==> src/rtl/oal_pkg.sv <==
// Shared types and constants for the ordered array list.
`default_nettype none
package oal_pkg;

  localparam int WORD_W = 32;
  localparam int POS_W  = 5;
  localparam int CNT_W  = 6;

  // match scanner looks at this many cells per cycle
  localparam int SCAN_GROUP = 8;
  localparam int SCAN_SEL_W = 3;

  typedef enum logic [1:0] {
    CMD_INSERT       = 2'd0,
    CMD_DELETE       = 2'd1,
    CMD_SEARCH       = 2'd2,
    CMD_SEARCH_ALIAS = 2'd3   // high bit set: treated as search
  } cmd_t;

  typedef enum logic [1:0] {
    ST_OK    = 2'd0,
    ST_RANGE = 2'd1,
    ST_FULL  = 2'd2,
    ST_MISS  = 2'd3
  } status_t;

  // broadcast control to every cell
  typedef struct packed {
    logic              ins;
    logic              del;
    logic [POS_W-1:0]  pos;
    logic [WORD_W-1:0] word;
  } cell_ctl_t;

  typedef struct packed {
    logic done;
    logic hit;
  } scan_res_t;

endpackage
`default_nettype wire

==> src/rtl/oal_cell.sv <==
// One list slot: holds an entry, shifts with its neighbors, compares for search.
`default_nettype none
module oal_cell #(
  parameter int CAPACITY = 32,
  parameter int IDX      = 0
) (
  input  wire logic                            clk,
  input  wire oal_pkg::cell_ctl_t              ctl,
  input  wire logic [$clog2(CAPACITY+1)-1:0]   count,
  input  wire logic [oal_pkg::WORD_W-1:0]      left,
  input  wire logic [oal_pkg::WORD_W-1:0]      right,
  output logic      [oal_pkg::WORD_W-1:0]      value,
  output logic                                 match
);

  localparam int CW = $clog2(CAPACITY + 1);
  localparam int IW = $clog2(CAPACITY);
  localparam int PW = (IW > oal_pkg::POS_W) ? IW + 1 : oal_pkg::POS_W + 1;

  logic [oal_pkg::WORD_W-1:0] val_r;
  logic [PW-1:0]              pos_m;
  logic [PW-1:0]              idx_m;
  logic                       below_cnt;

  assign pos_m     = PW'(ctl.pos);
  assign idx_m     = PW'(IDX);
  assign below_cnt = CW'(IDX) < count;

  always_ff @(posedge clk) begin
    if (ctl.ins && (idx_m > pos_m)) begin
      val_r <= left;
    end else if (ctl.ins && (idx_m == pos_m)) begin
      val_r <= ctl.word;
    end else if (ctl.del && (idx_m >= pos_m)) begin
      val_r <= right;
    end
  end

  assign value = val_r;
  // entries at or above the count are stale and never match
  assign match = below_cnt && (val_r == ctl.word);

endmodule
`default_nettype wire

==> src/rtl/oal_scan.sv <==
// First-match scanner: walks the registered match vector a group per cycle.
`default_nettype none
module oal_scan #(
  parameter int CAPACITY = 32
) (
  input  wire logic                            clk,
  input  wire logic                            rst_n,
  input  wire logic                            start,
  input  wire logic [CAPACITY-1:0]             match,
  input  wire logic [$clog2(CAPACITY+1)-1:0]   count,
  output oal_pkg::scan_res_t                   res,
  output logic      [$clog2(CAPACITY)-1:0]     idx
);

  localparam int G  = oal_pkg::SCAN_GROUP;
  localparam int CW = $clog2(CAPACITY + 1);
  localparam int IW = $clog2(CAPACITY);
  localparam int NG = (CAPACITY + G - 1) / G;
  localparam int VW = NG * G;
  localparam int BW = $clog2(VW + 1);
  localparam int SW = (BW > CW) ? BW + 1 : CW + 1;

  logic [VW-1:0]                 vec_r;
  logic [BW-1:0]                 base_r;
  logic                          busy_r;
  logic [oal_pkg::SCAN_SEL_W-1:0] enc;
  logic                          grp_hit;
  logic                          last_grp;
  logic [BW-1:0]                 idx_sum;

  always_comb begin
    enc = '0;
    for (int k = G - 1; k >= 0; k--) begin
      if (vec_r[k]) begin
        enc = oal_pkg::SCAN_SEL_W'(k);
      end
    end
  end

  assign grp_hit  = |vec_r[G-1:0];
  assign last_grp = (SW'(base_r) + SW'(G)) >= SW'(count);
  assign idx_sum  = base_r + BW'(enc);

  assign res.done = busy_r && (grp_hit || last_grp);
  assign res.hit  = busy_r && grp_hit;
  assign idx      = idx_sum[IW-1:0];

  always_ff @(posedge clk) begin
    if (!rst_n) begin
      busy_r <= 1'b0;
    end else if (start) begin
      busy_r <= 1'b1;
    end else if (res.done) begin
      busy_r <= 1'b0;
    end
  end

  always_ff @(posedge clk) begin
    if (start) begin
      vec_r  <= VW'(match);
      base_r <= '0;
    end else if (busy_r) begin
      vec_r  <= vec_r >> G;
      base_r <= base_r + BW'(G);
    end
  end

endmodule
`default_nettype wire

==> src/rtl/ordered_array_list.sv <==
// Ordered list of signed 32-bit words in a chain of cells, with insert, delete and search.
// Flow: insert/delete are checked and applied in S_EXEC; search starts the match scanner,
//   which walks groups of 8 cells in S_SCAN until a hit or past the count. A result waits
//   in S_HOLD while the output register cannot take it, then is loaded into that register.
// One command in flight; the next is taken once its result is registered, and the
//   output register buffers one result.
// Reset (rst_n low, synchronous): count and control clear; entries are not cleared.
`default_nettype none
module ordered_array_list #(
  parameter int CAPACITY = 32
) (
  input  wire logic        clk,
  input  wire logic        rst_n,
  // input channel
  input  wire logic        in_tvalid,
  output logic             in_tready,
  input  wire logic [39:0] in_tdata,   // [4:0] position, [36:5] word, [39:37] zero
  input  wire logic [1:0]  in_tuser,   // [1:0] command
  // result channel
  output logic             out_tvalid,
  input  wire logic        out_tready,
  output logic      [15:0] out_tdata,  // [4:0] found_position, [10:5] count, [15:11] zero
  output logic      [1:0]  out_tuser   // [1:0] status
);

  localparam int CW = $clog2(CAPACITY + 1);
  localparam int IW = $clog2(CAPACITY);
  localparam int MW = (CW > oal_pkg::POS_W) ? CW : oal_pkg::POS_W;

  typedef enum logic [3:0] {
    S_IDLE = 4'b0001,
    S_EXEC = 4'b0010,
    S_SCAN = 4'b0100,
    S_HOLD = 4'b1000
  } state_t;

  state_t state_r, state_nxt;

  // latched command
  oal_pkg::cmd_t                      cmd_r;
  logic [oal_pkg::POS_W-1:0]          pos_r;
  logic signed [oal_pkg::WORD_W-1:0]  word_r;

  logic [CW-1:0] count_r, count_nxt;

  // result waiting for the output register
  oal_pkg::status_t          hold_st_r;
  logic [oal_pkg::POS_W-1:0] hold_fp_r;

  // output register
  logic                      out_valid_r;
  oal_pkg::status_t          out_st_r;
  logic [oal_pkg::POS_W-1:0] out_fp_r;
  logic [oal_pkg::CNT_W-1:0] out_cnt_r;

  // datapath control
  logic                      ins_go, del_go, scan_start;
  logic                      finish, ld_out, out_free;
  oal_pkg::status_t          fin_st;
  logic [oal_pkg::POS_W-1:0] fin_fp;
  logic [MW-1:0]             pos_m, cnt_m;
  logic                      is_full;

  oal_pkg::cell_ctl_t        cell_ctl;
  logic [oal_pkg::WORD_W-1:0] cell_val [CAPACITY];
  logic [CAPACITY-1:0]       cell_match;

  oal_pkg::scan_res_t        scan_res;
  logic [IW-1:0]             scan_idx;

  // ------------------------------------------------------------------
  // Handshake
  // ------------------------------------------------------------------
  assign in_tready = (state_r == S_IDLE);
  assign out_free  = !out_valid_r || out_tready;

  always_ff @(posedge clk) begin
    if (in_tvalid && in_tready) begin
      cmd_r  <= oal_pkg::cmd_t'(in_tuser);
      pos_r  <= in_tdata[4:0];
      word_r <= in_tdata[36:5];
    end
  end

  // ------------------------------------------------------------------
  // Control: range/full checks run on the latched command in S_EXEC
  // ------------------------------------------------------------------
  assign pos_m   = MW'(pos_r);
  assign cnt_m   = MW'(count_r);
  assign is_full = (count_r == CW'(CAPACITY));

  always_comb begin
    state_nxt  = state_r;
    count_nxt  = count_r;
    ins_go     = 1'b0;
    del_go     = 1'b0;
    scan_start = 1'b0;
    finish     = 1'b0;
    fin_st     = oal_pkg::ST_OK;
    fin_fp     = '0;
    unique case (state_r)
      S_IDLE: begin
        if (in_tvalid) begin
          state_nxt = S_EXEC;
        end
      end
      S_EXEC: begin
        unique case (cmd_r) inside
          oal_pkg::CMD_INSERT: begin
            finish = 1'b1;
            // range check comes before the full check
            if (pos_m > cnt_m) begin
              fin_st = oal_pkg::ST_RANGE;
            end else if (is_full) begin
              fin_st = oal_pkg::ST_FULL;
            end else begin
              ins_go    = 1'b1;
              count_nxt = count_r + CW'(1);
            end
          end
          oal_pkg::CMD_DELETE: begin
            finish = 1'b1;
            if (pos_m >= cnt_m) begin
              fin_st = oal_pkg::ST_RANGE;
            end else begin
              del_go    = 1'b1;
              count_nxt = count_r - CW'(1);
            end
          end
          oal_pkg::CMD_SEARCH, oal_pkg::CMD_SEARCH_ALIAS: begin
            scan_start = 1'b1;
            state_nxt  = S_SCAN;
          end
        endcase
      end
      S_SCAN: begin
        if (scan_res.done) begin
          finish = 1'b1;
          if (scan_res.hit) begin
            fin_fp = oal_pkg::POS_W'(scan_idx);
          end else begin
            fin_st = oal_pkg::ST_MISS;
          end
        end
      end
      S_HOLD: begin
        fin_st = hold_st_r;
        fin_fp = hold_fp_r;
        finish = 1'b1;
      end
      default: begin
        state_nxt = S_IDLE;
      end
    endcase
    if (finish) begin
      state_nxt = out_free ? S_IDLE : S_HOLD;
    end
  end

  assign ld_out = finish && out_free;

  always_ff @(posedge clk) begin
    if (!rst_n) begin
      state_r <= S_IDLE;
      count_r <= '0;
    end else begin
      state_r <= state_nxt;
      count_r <= count_nxt;
    end
  end

  always_ff @(posedge clk) begin
    if (finish && !out_free) begin
      hold_st_r <= fin_st;
      hold_fp_r <= fin_fp;
    end
  end

  // ------------------------------------------------------------------
  // Output register: lets the next command in while a result waits
  // ------------------------------------------------------------------
  always_ff @(posedge clk) begin
    if (!rst_n) begin
      out_valid_r <= 1'b0;
    end else if (ld_out) begin
      out_valid_r <= 1'b1;
    end else if (out_tready) begin
      out_valid_r <= 1'b0;
    end
  end

  always_ff @(posedge clk) begin
    if (ld_out) begin
      out_st_r  <= fin_st;
      out_fp_r  <= fin_fp;
      out_cnt_r <= oal_pkg::CNT_W'(count_nxt);
    end
  end

  assign out_tvalid = out_valid_r;
  assign out_tuser  = out_st_r;
  assign out_tdata  = {5'b0, out_cnt_r, out_fp_r};

  // ------------------------------------------------------------------
  // Cell chain: insert shifts up from the left, delete pulls from the right
  // ------------------------------------------------------------------
  assign cell_ctl.ins  = ins_go;
  assign cell_ctl.del  = del_go;
  assign cell_ctl.pos  = pos_r;
  assign cell_ctl.word = word_r;

  for (genvar i = 0; i < CAPACITY; i++) begin : g_cell
    logic [oal_pkg::WORD_W-1:0] left_v, right_v;
    if (i == 0) begin : g_first
      assign left_v = word_r;
    end else begin : g_mid_l
      assign left_v = cell_val[i-1];
    end
    if (i == CAPACITY - 1) begin : g_last
      assign right_v = cell_val[i];
    end else begin : g_mid_r
      assign right_v = cell_val[i+1];
    end
    oal_cell #(
      .CAPACITY (CAPACITY),
      .IDX      (i)
    ) u_cell (
      .clk   (clk),
      .ctl   (cell_ctl),
      .count (count_r),
      .left  (left_v),
      .right (right_v),
      .value (cell_val[i]),
      .match (cell_match[i])
    );
  end

  // ------------------------------------------------------------------
  // First-match scanner
  // ------------------------------------------------------------------
  oal_scan #(
    .CAPACITY (CAPACITY)
  ) u_scan (
    .clk   (clk),
    .rst_n (rst_n),
    .start (scan_start),
    .match (cell_match),
    .count (count_r),
    .res   (scan_res),
    .idx   (scan_idx)
  );

  // ------------------------------------------------------------------
  // Assertions
  // ------------------------------------------------------------------
  a_count_bound: assert property (@(posedge clk) disable iff (!rst_n)
    count_r <= CW'(CAPACITY))
    else $error("count above capacity");

  a_count_step: assert property (@(posedge clk) disable iff (!rst_n)
    (count_r != $past(count_r)) |-> ($past(ins_go) || $past(del_go)))
    else $error("count changed without insert or delete");

  a_scan_done_state: assert property (@(posedge clk) disable iff (!rst_n)
    scan_res.done |-> (state_r == S_SCAN))
    else $error("scanner finished outside search");

  a_hold_busy: assert property (@(posedge clk) disable iff (!rst_n)
    (state_r == S_HOLD) |-> out_valid_r)
    else $error("pending result while output register empty");

endmodule
`default_nettype wire

==> config.mk <==
export PLATFORM = sky130hd
export DESIGN_NAME = ordered_array_list
export DESIGN_NICKNAME = d
export VERILOG_FILES = /design/src/rtl/oal_pkg.sv /design/src/rtl/oal_cell.sv /design/src/rtl/oal_scan.sv /design/src/rtl/ordered_array_list.sv
export SDC_FILE = /design/constraint.sdc
export NUM_CORES = 2
export LEC_CHECK = 0
export ABC_CLOCK_PERIOD_IN_PS = 12950
export BUFFER_PORTS_ARGS = -buffer_cell sky130_fd_sc_hd__buf_2
export CAP_MARGIN = 20
export CORE_MARGIN = 3
export CORE_UTILIZATION = 65
export DETAILED_ROUTE_END_ITERATION = 12
export PLACE_DENSITY_LB_ADDON = 0.12
export SETUP_SLACK_MARGIN = 0.05
export SYNTH_ARGS = -nofsm -noshare
export SYNTH_HDL_FRONTEND = slang
export SYNTH_SLANG_ARGS = --single-unit
export TNS_END_PERCENT = 1
==> constraint.sdc <==
create_clock -name clk -period 12.95 [get_ports clk]
set_clock_uncertainty 0.2 [all_clocks]
set_input_delay 2.59 -clock clk [delete_from_list [all_inputs] [get_ports clk]]
set_output_delay 2.59 -clock clk [all_outputs]
set_load 0.05 [all_outputs]
==> impl_metrics.json <==
{
  "status": "finished clean",
  "synthCells": 6735,
  "initial_utilization": 0.660,
  "dp_slack_ps": 7560,
  "tns_ps": 0,
  "path_class": "reg2reg",
  "routed_wl_microns": 242000,
  "min_path_cells": 2,
  "finalCriticalPeriod_ps": 5610,
  "die_y_microns": 329,
  "synth-seq-cells": 1130,
  "power_frac_clock": 0.418,
  "whs_endpoint": "state_r[3]$_SDFFE_PN0P_",
  "grt_util_all_layers": 0.439,
  "rsz0062_at_grt": "no",
  "vias": 57200,
  "grt_overflow_total": 0,
  "synthesis.area_sq_um": 67600,
  "drcViolationCount": 0,
  "place_congestion": 0.981,
  "rr_startpoint": "cnt_m[2]$_SDFF_PN0_",
  "dieArea_sq_um": 108000,
  "dp_hpwl_microns": 161000,
  "power.leakage_uw": 0.0254,
  "htreeDepth": 3,
  "portBuffers": 57,
  "postCtsResizedCells": 0,
  "drive_above_1_share": 0.0873,
  "syn_area_per_cell_sq_um": 10.0,
  "crit_required_ps": 13330,
  "worstReg2RegEnd": "g_cell[13].u_cell.value[8]$_DFFE_PP_",
  "dp.cells": 7704,
  "p_comb_frac": 0.101,
  "fin_util": 0.711,
  "drtAntennaViolNets": 0,
  "cts_setup_buffers": 0,
  "ff2ff_setup_slack_ps": 7340,
  "fin_nets": 6522,
  "maxCapViolations": 0,
  "cp.arrival_ps": 5980,
  "fill_cells": 7627,
  "grt_max_degree": 106,
  "ys.flop_type": "edfxtp_1",
  "vdd_drop_max_mv": 0.134,
  "yosys_warnings": 0,
  "cts_hold_buf": 0,
  "slew_viol_final": 0,
  "dr.pass1.iters": 11,
  "drtIter0Drc": 10100,
  "p_seq_frac": 0.481,
  "period_share": 0.433,
  "critPathCaptureType": "flop",
  "area_growth_pct": 7.77,
  "hp-class": "reg2reg",
  "p_per_area_nw_per_um2": 115,
  "worst_slack_ps": 7340,
  "clock_latency_ps": 730,
  "hold_viol": 0,
  "vias_per_cell": 7.21,
  "ys_seq_area_frac": 0.500,
  "coreArea_sq_um": 102000,
  "slew-limit-headroom": 0.180,
  "rows": 117,
  "grt_first_pass_wirelength_microns": 355000,
  "grt_pass1_vias": 53700,
  "min-delay-start": "out_tvalid$_SDFFE_PN0P_",
  "cts-buffers-inserted": 121,
  "reg2reg_depth": 9,
  "max_freq_mhz": 178,
  "clkSinkCount": 1130,
  "cts_root_buffer": "clkbuf_16",
  "ioPinCount": 66,
  "antenna_found_initial": 7,
  "final_cells": 7931,
  "synth_cell_types": 82,
  "path_clk_slew_ps": 60,
  "cp_max_fo": 38,
  "synth_edf_count": 1115,
  "start_kind": "flop",
  "dieWidth_microns": 329,
  "tightest_slew_ps": 1220,
  "clockBufferDepth": 3,
  "async_flop_share": 0,
  "cts_tree": "done",
  "wire_per_inst_microns": 30.5,
  "setup_violations": 0,
  "p_sw_frac": 0.255,
  "intPower_uw": 6270,
  "p_sw_uw": 2140
}
[cell families after synthesis]
family	after synthesis	share of synthesized area
simple gates	2323	0.153
mux	201	0.0309
xor+xnor	1025	0.133
flops	1130	0.500
other cells	1	0.0000555
compound gates	1350	0.137
fa+ha+maj	12	0.00222
buf+inv	693	0.0436
[worst max-delay path: stages, from the launching register on]
cell      delay (ps)
dfxtp_1          820
clkinv_1         580
ha_1             450
and4b_1          260
nand2_1          200
o21ai_4          130
buf_4            480
nand3_2          900
nor2_4          1090
a221o_1          290
[per-stage QoR]
| step | total power, uW | cell area, sq um | hold WS, ps |
|---|---|---|---|
| after floorplan | 4650 | 67600 | 284 |
| after global placement | 4910 | 68800 | 292 |
| after detailed placement | 4930 | 68900 | 300 |
| after CTS | 8350 | 72800 | 313 |
| after global routing | 8560 | 72900 | 351 |
| final | 8410 | 72900 | 314 |
[registers in the layout, indices dropped and copies added (netlist names), 3 cells and up]
| name | count |
|---|---|
| u_scan.base_r | 3 |
| state_r | 4 |
| g_cell.u_cell.value | 1024 |
| out_fp_r | 5 |
| g_cell.left_v | 32 |
| pos_r | 5 |
| cnt_m | 6 |
| out_cnt_r | 6 |
| hold_fp_r | 5 |
| u_scan.vec_r | 32 |
[synth_stat cells, types with 5 or more instances]
| cell | count | area [sq um] |
|---|---|---|
| edfxtp_1 | 1115 | 33500 |
| nand2_1 | 1047 | 3930 |
| nor2_1 | 716 | 2690 |
| xnor2_1 | 619 | 5420 |
| a31oi_1 | 420 | 2630 |
| clkbuf_1 | 406 | 1520 |
| xor2_1 | 406 | 3560 |
| a21oi_1 | 208 | 1040 |
| nand4_1 | 187 | 1170 |
| nor4_1 | 141 | 882 |
| a221o_1 | 137 | 1370 |
| mux2i_1 | 137 | 1370 |
| a22oi_1 | 130 | 976 |
| a2bb2oi_1 | 128 | 1120 |
| o21ai_0 | 126 | 631 |
| buf_2 | 118 | 591 |
| o22ai_1 | 97 | 607 |
| nor2b_1 | 73 | 457 |
| buf_1 | 64 | 240 |
| mux2_2 | 59 | 664 |
| buf_4 | 50 | 375 |
| inv_1 | 50 | 188 |
| nand3_1 | 36 | 180 |
| a221oi_1 | 32 | 280 |
| nor3_1 | 29 | 145 |
| and2_1 | 24 | 150 |
| dfxtp_1 | 15 | 300 |
| nor4_4 | 15 | 319 |
| ha_1 | 12 | 150 |
| o2111ai_1 | 10 | 87.6 |
| a211oi_1 | 8 | 60.1 |
| nand2b_1 | 8 | 50.1 |
| or3_1 | 8 | 50.1 |
| a2111oi_0 | 6 | 52.6 |
| or4_1 | 6 | 45.0 |
| mux2_1 | 5 | 56.3 |
| nor3_2 | 5 | 50.1 |
| o211ai_1 | 5 | 37.5 |
| o21a_1 | 5 | 37.5 |
| or2_2 | 5 | 31.3 |
[layout by cell type, fill, tap and decap left out, drive strengths merged, types with 97 or more instances in the layout]
cell type / n
xnor2: 619
nor4: 157
edfxtp: 1115
buf: 242
o22ai: 97
a221o: 137
a21oi: 209
mux2i: 137
nor2: 719
clkbuf: 164
nand2: 1048
o21ai: 129
a22oi: 130
a2bb2oi: 128
nand4: 190
a31oi: 420
xor2: 406
[power by group through the flow]
stage               clock network [uW]  registers [uW]  logic (uW)
global route                      3640            4040         872
CTS                               3500            4040         812
detailed placement                   0            4120         806
global placement                     0            4120         794
floorplan                            0            4100         551
finish                            3520            4050         848
[area by class of cell]
class	instances	area, sq um	area share
inverters	53	201	0.00276
flip-flops and latches	1130	33800	0.464
clock buffers	164	3370	0.0463
well taps	1368	1710	0.0235
multi-input cells	4916	31300	0.429
diodes	2	5.00	0.0000687
clock inverters	56	520	0.00714
repair buffers	242	1990	0.0273
[how the worst max path moves through the flow]
stage	slack (ps)	startpoint	cells past startpoint	endpoint
6_report	7340	cnt_m[2]$_SDFF_PN0_	9	g_cell[13].u_cell.value[8]$_DFFE_PP_
5_1_grt	7250	cnt_m[2]$_SDFF_PN0_	9	g_cell[13].u_cell.value[17]$_DFFE_PP_
4_1_cts	7580	cnt_m[2]$_SDFF_PN0_	9	g_cell[13].u_cell.value[8]$_DFFE_PP_
3_5_place_dp	7560	cnt_m[2]$_SDFF_PN0_	9	g_cell[13].u_cell.value[27]$_DFFE_PP_
3_3_place_gp	7620	cnt_m[2]$_SDFF_PN0_	9	g_cell[13].u_cell.value[5]$_DFFE_PP_
2_1_floorplan	6790	cnt_m[1]$_SDFF_PN0_	11	g_cell[2].u_cell.value[0]$_DFFE_PP_
[per-layer routing]
layer / global-route usage / part of all wire
met1: 0.603 / 0.35
met2: 0.651 / 0.43
met3: 0.117 / 0.16
met4: 0.207 / 0.059
met5: 0 / 0.00015
Power figures use the tool's default switching activity.
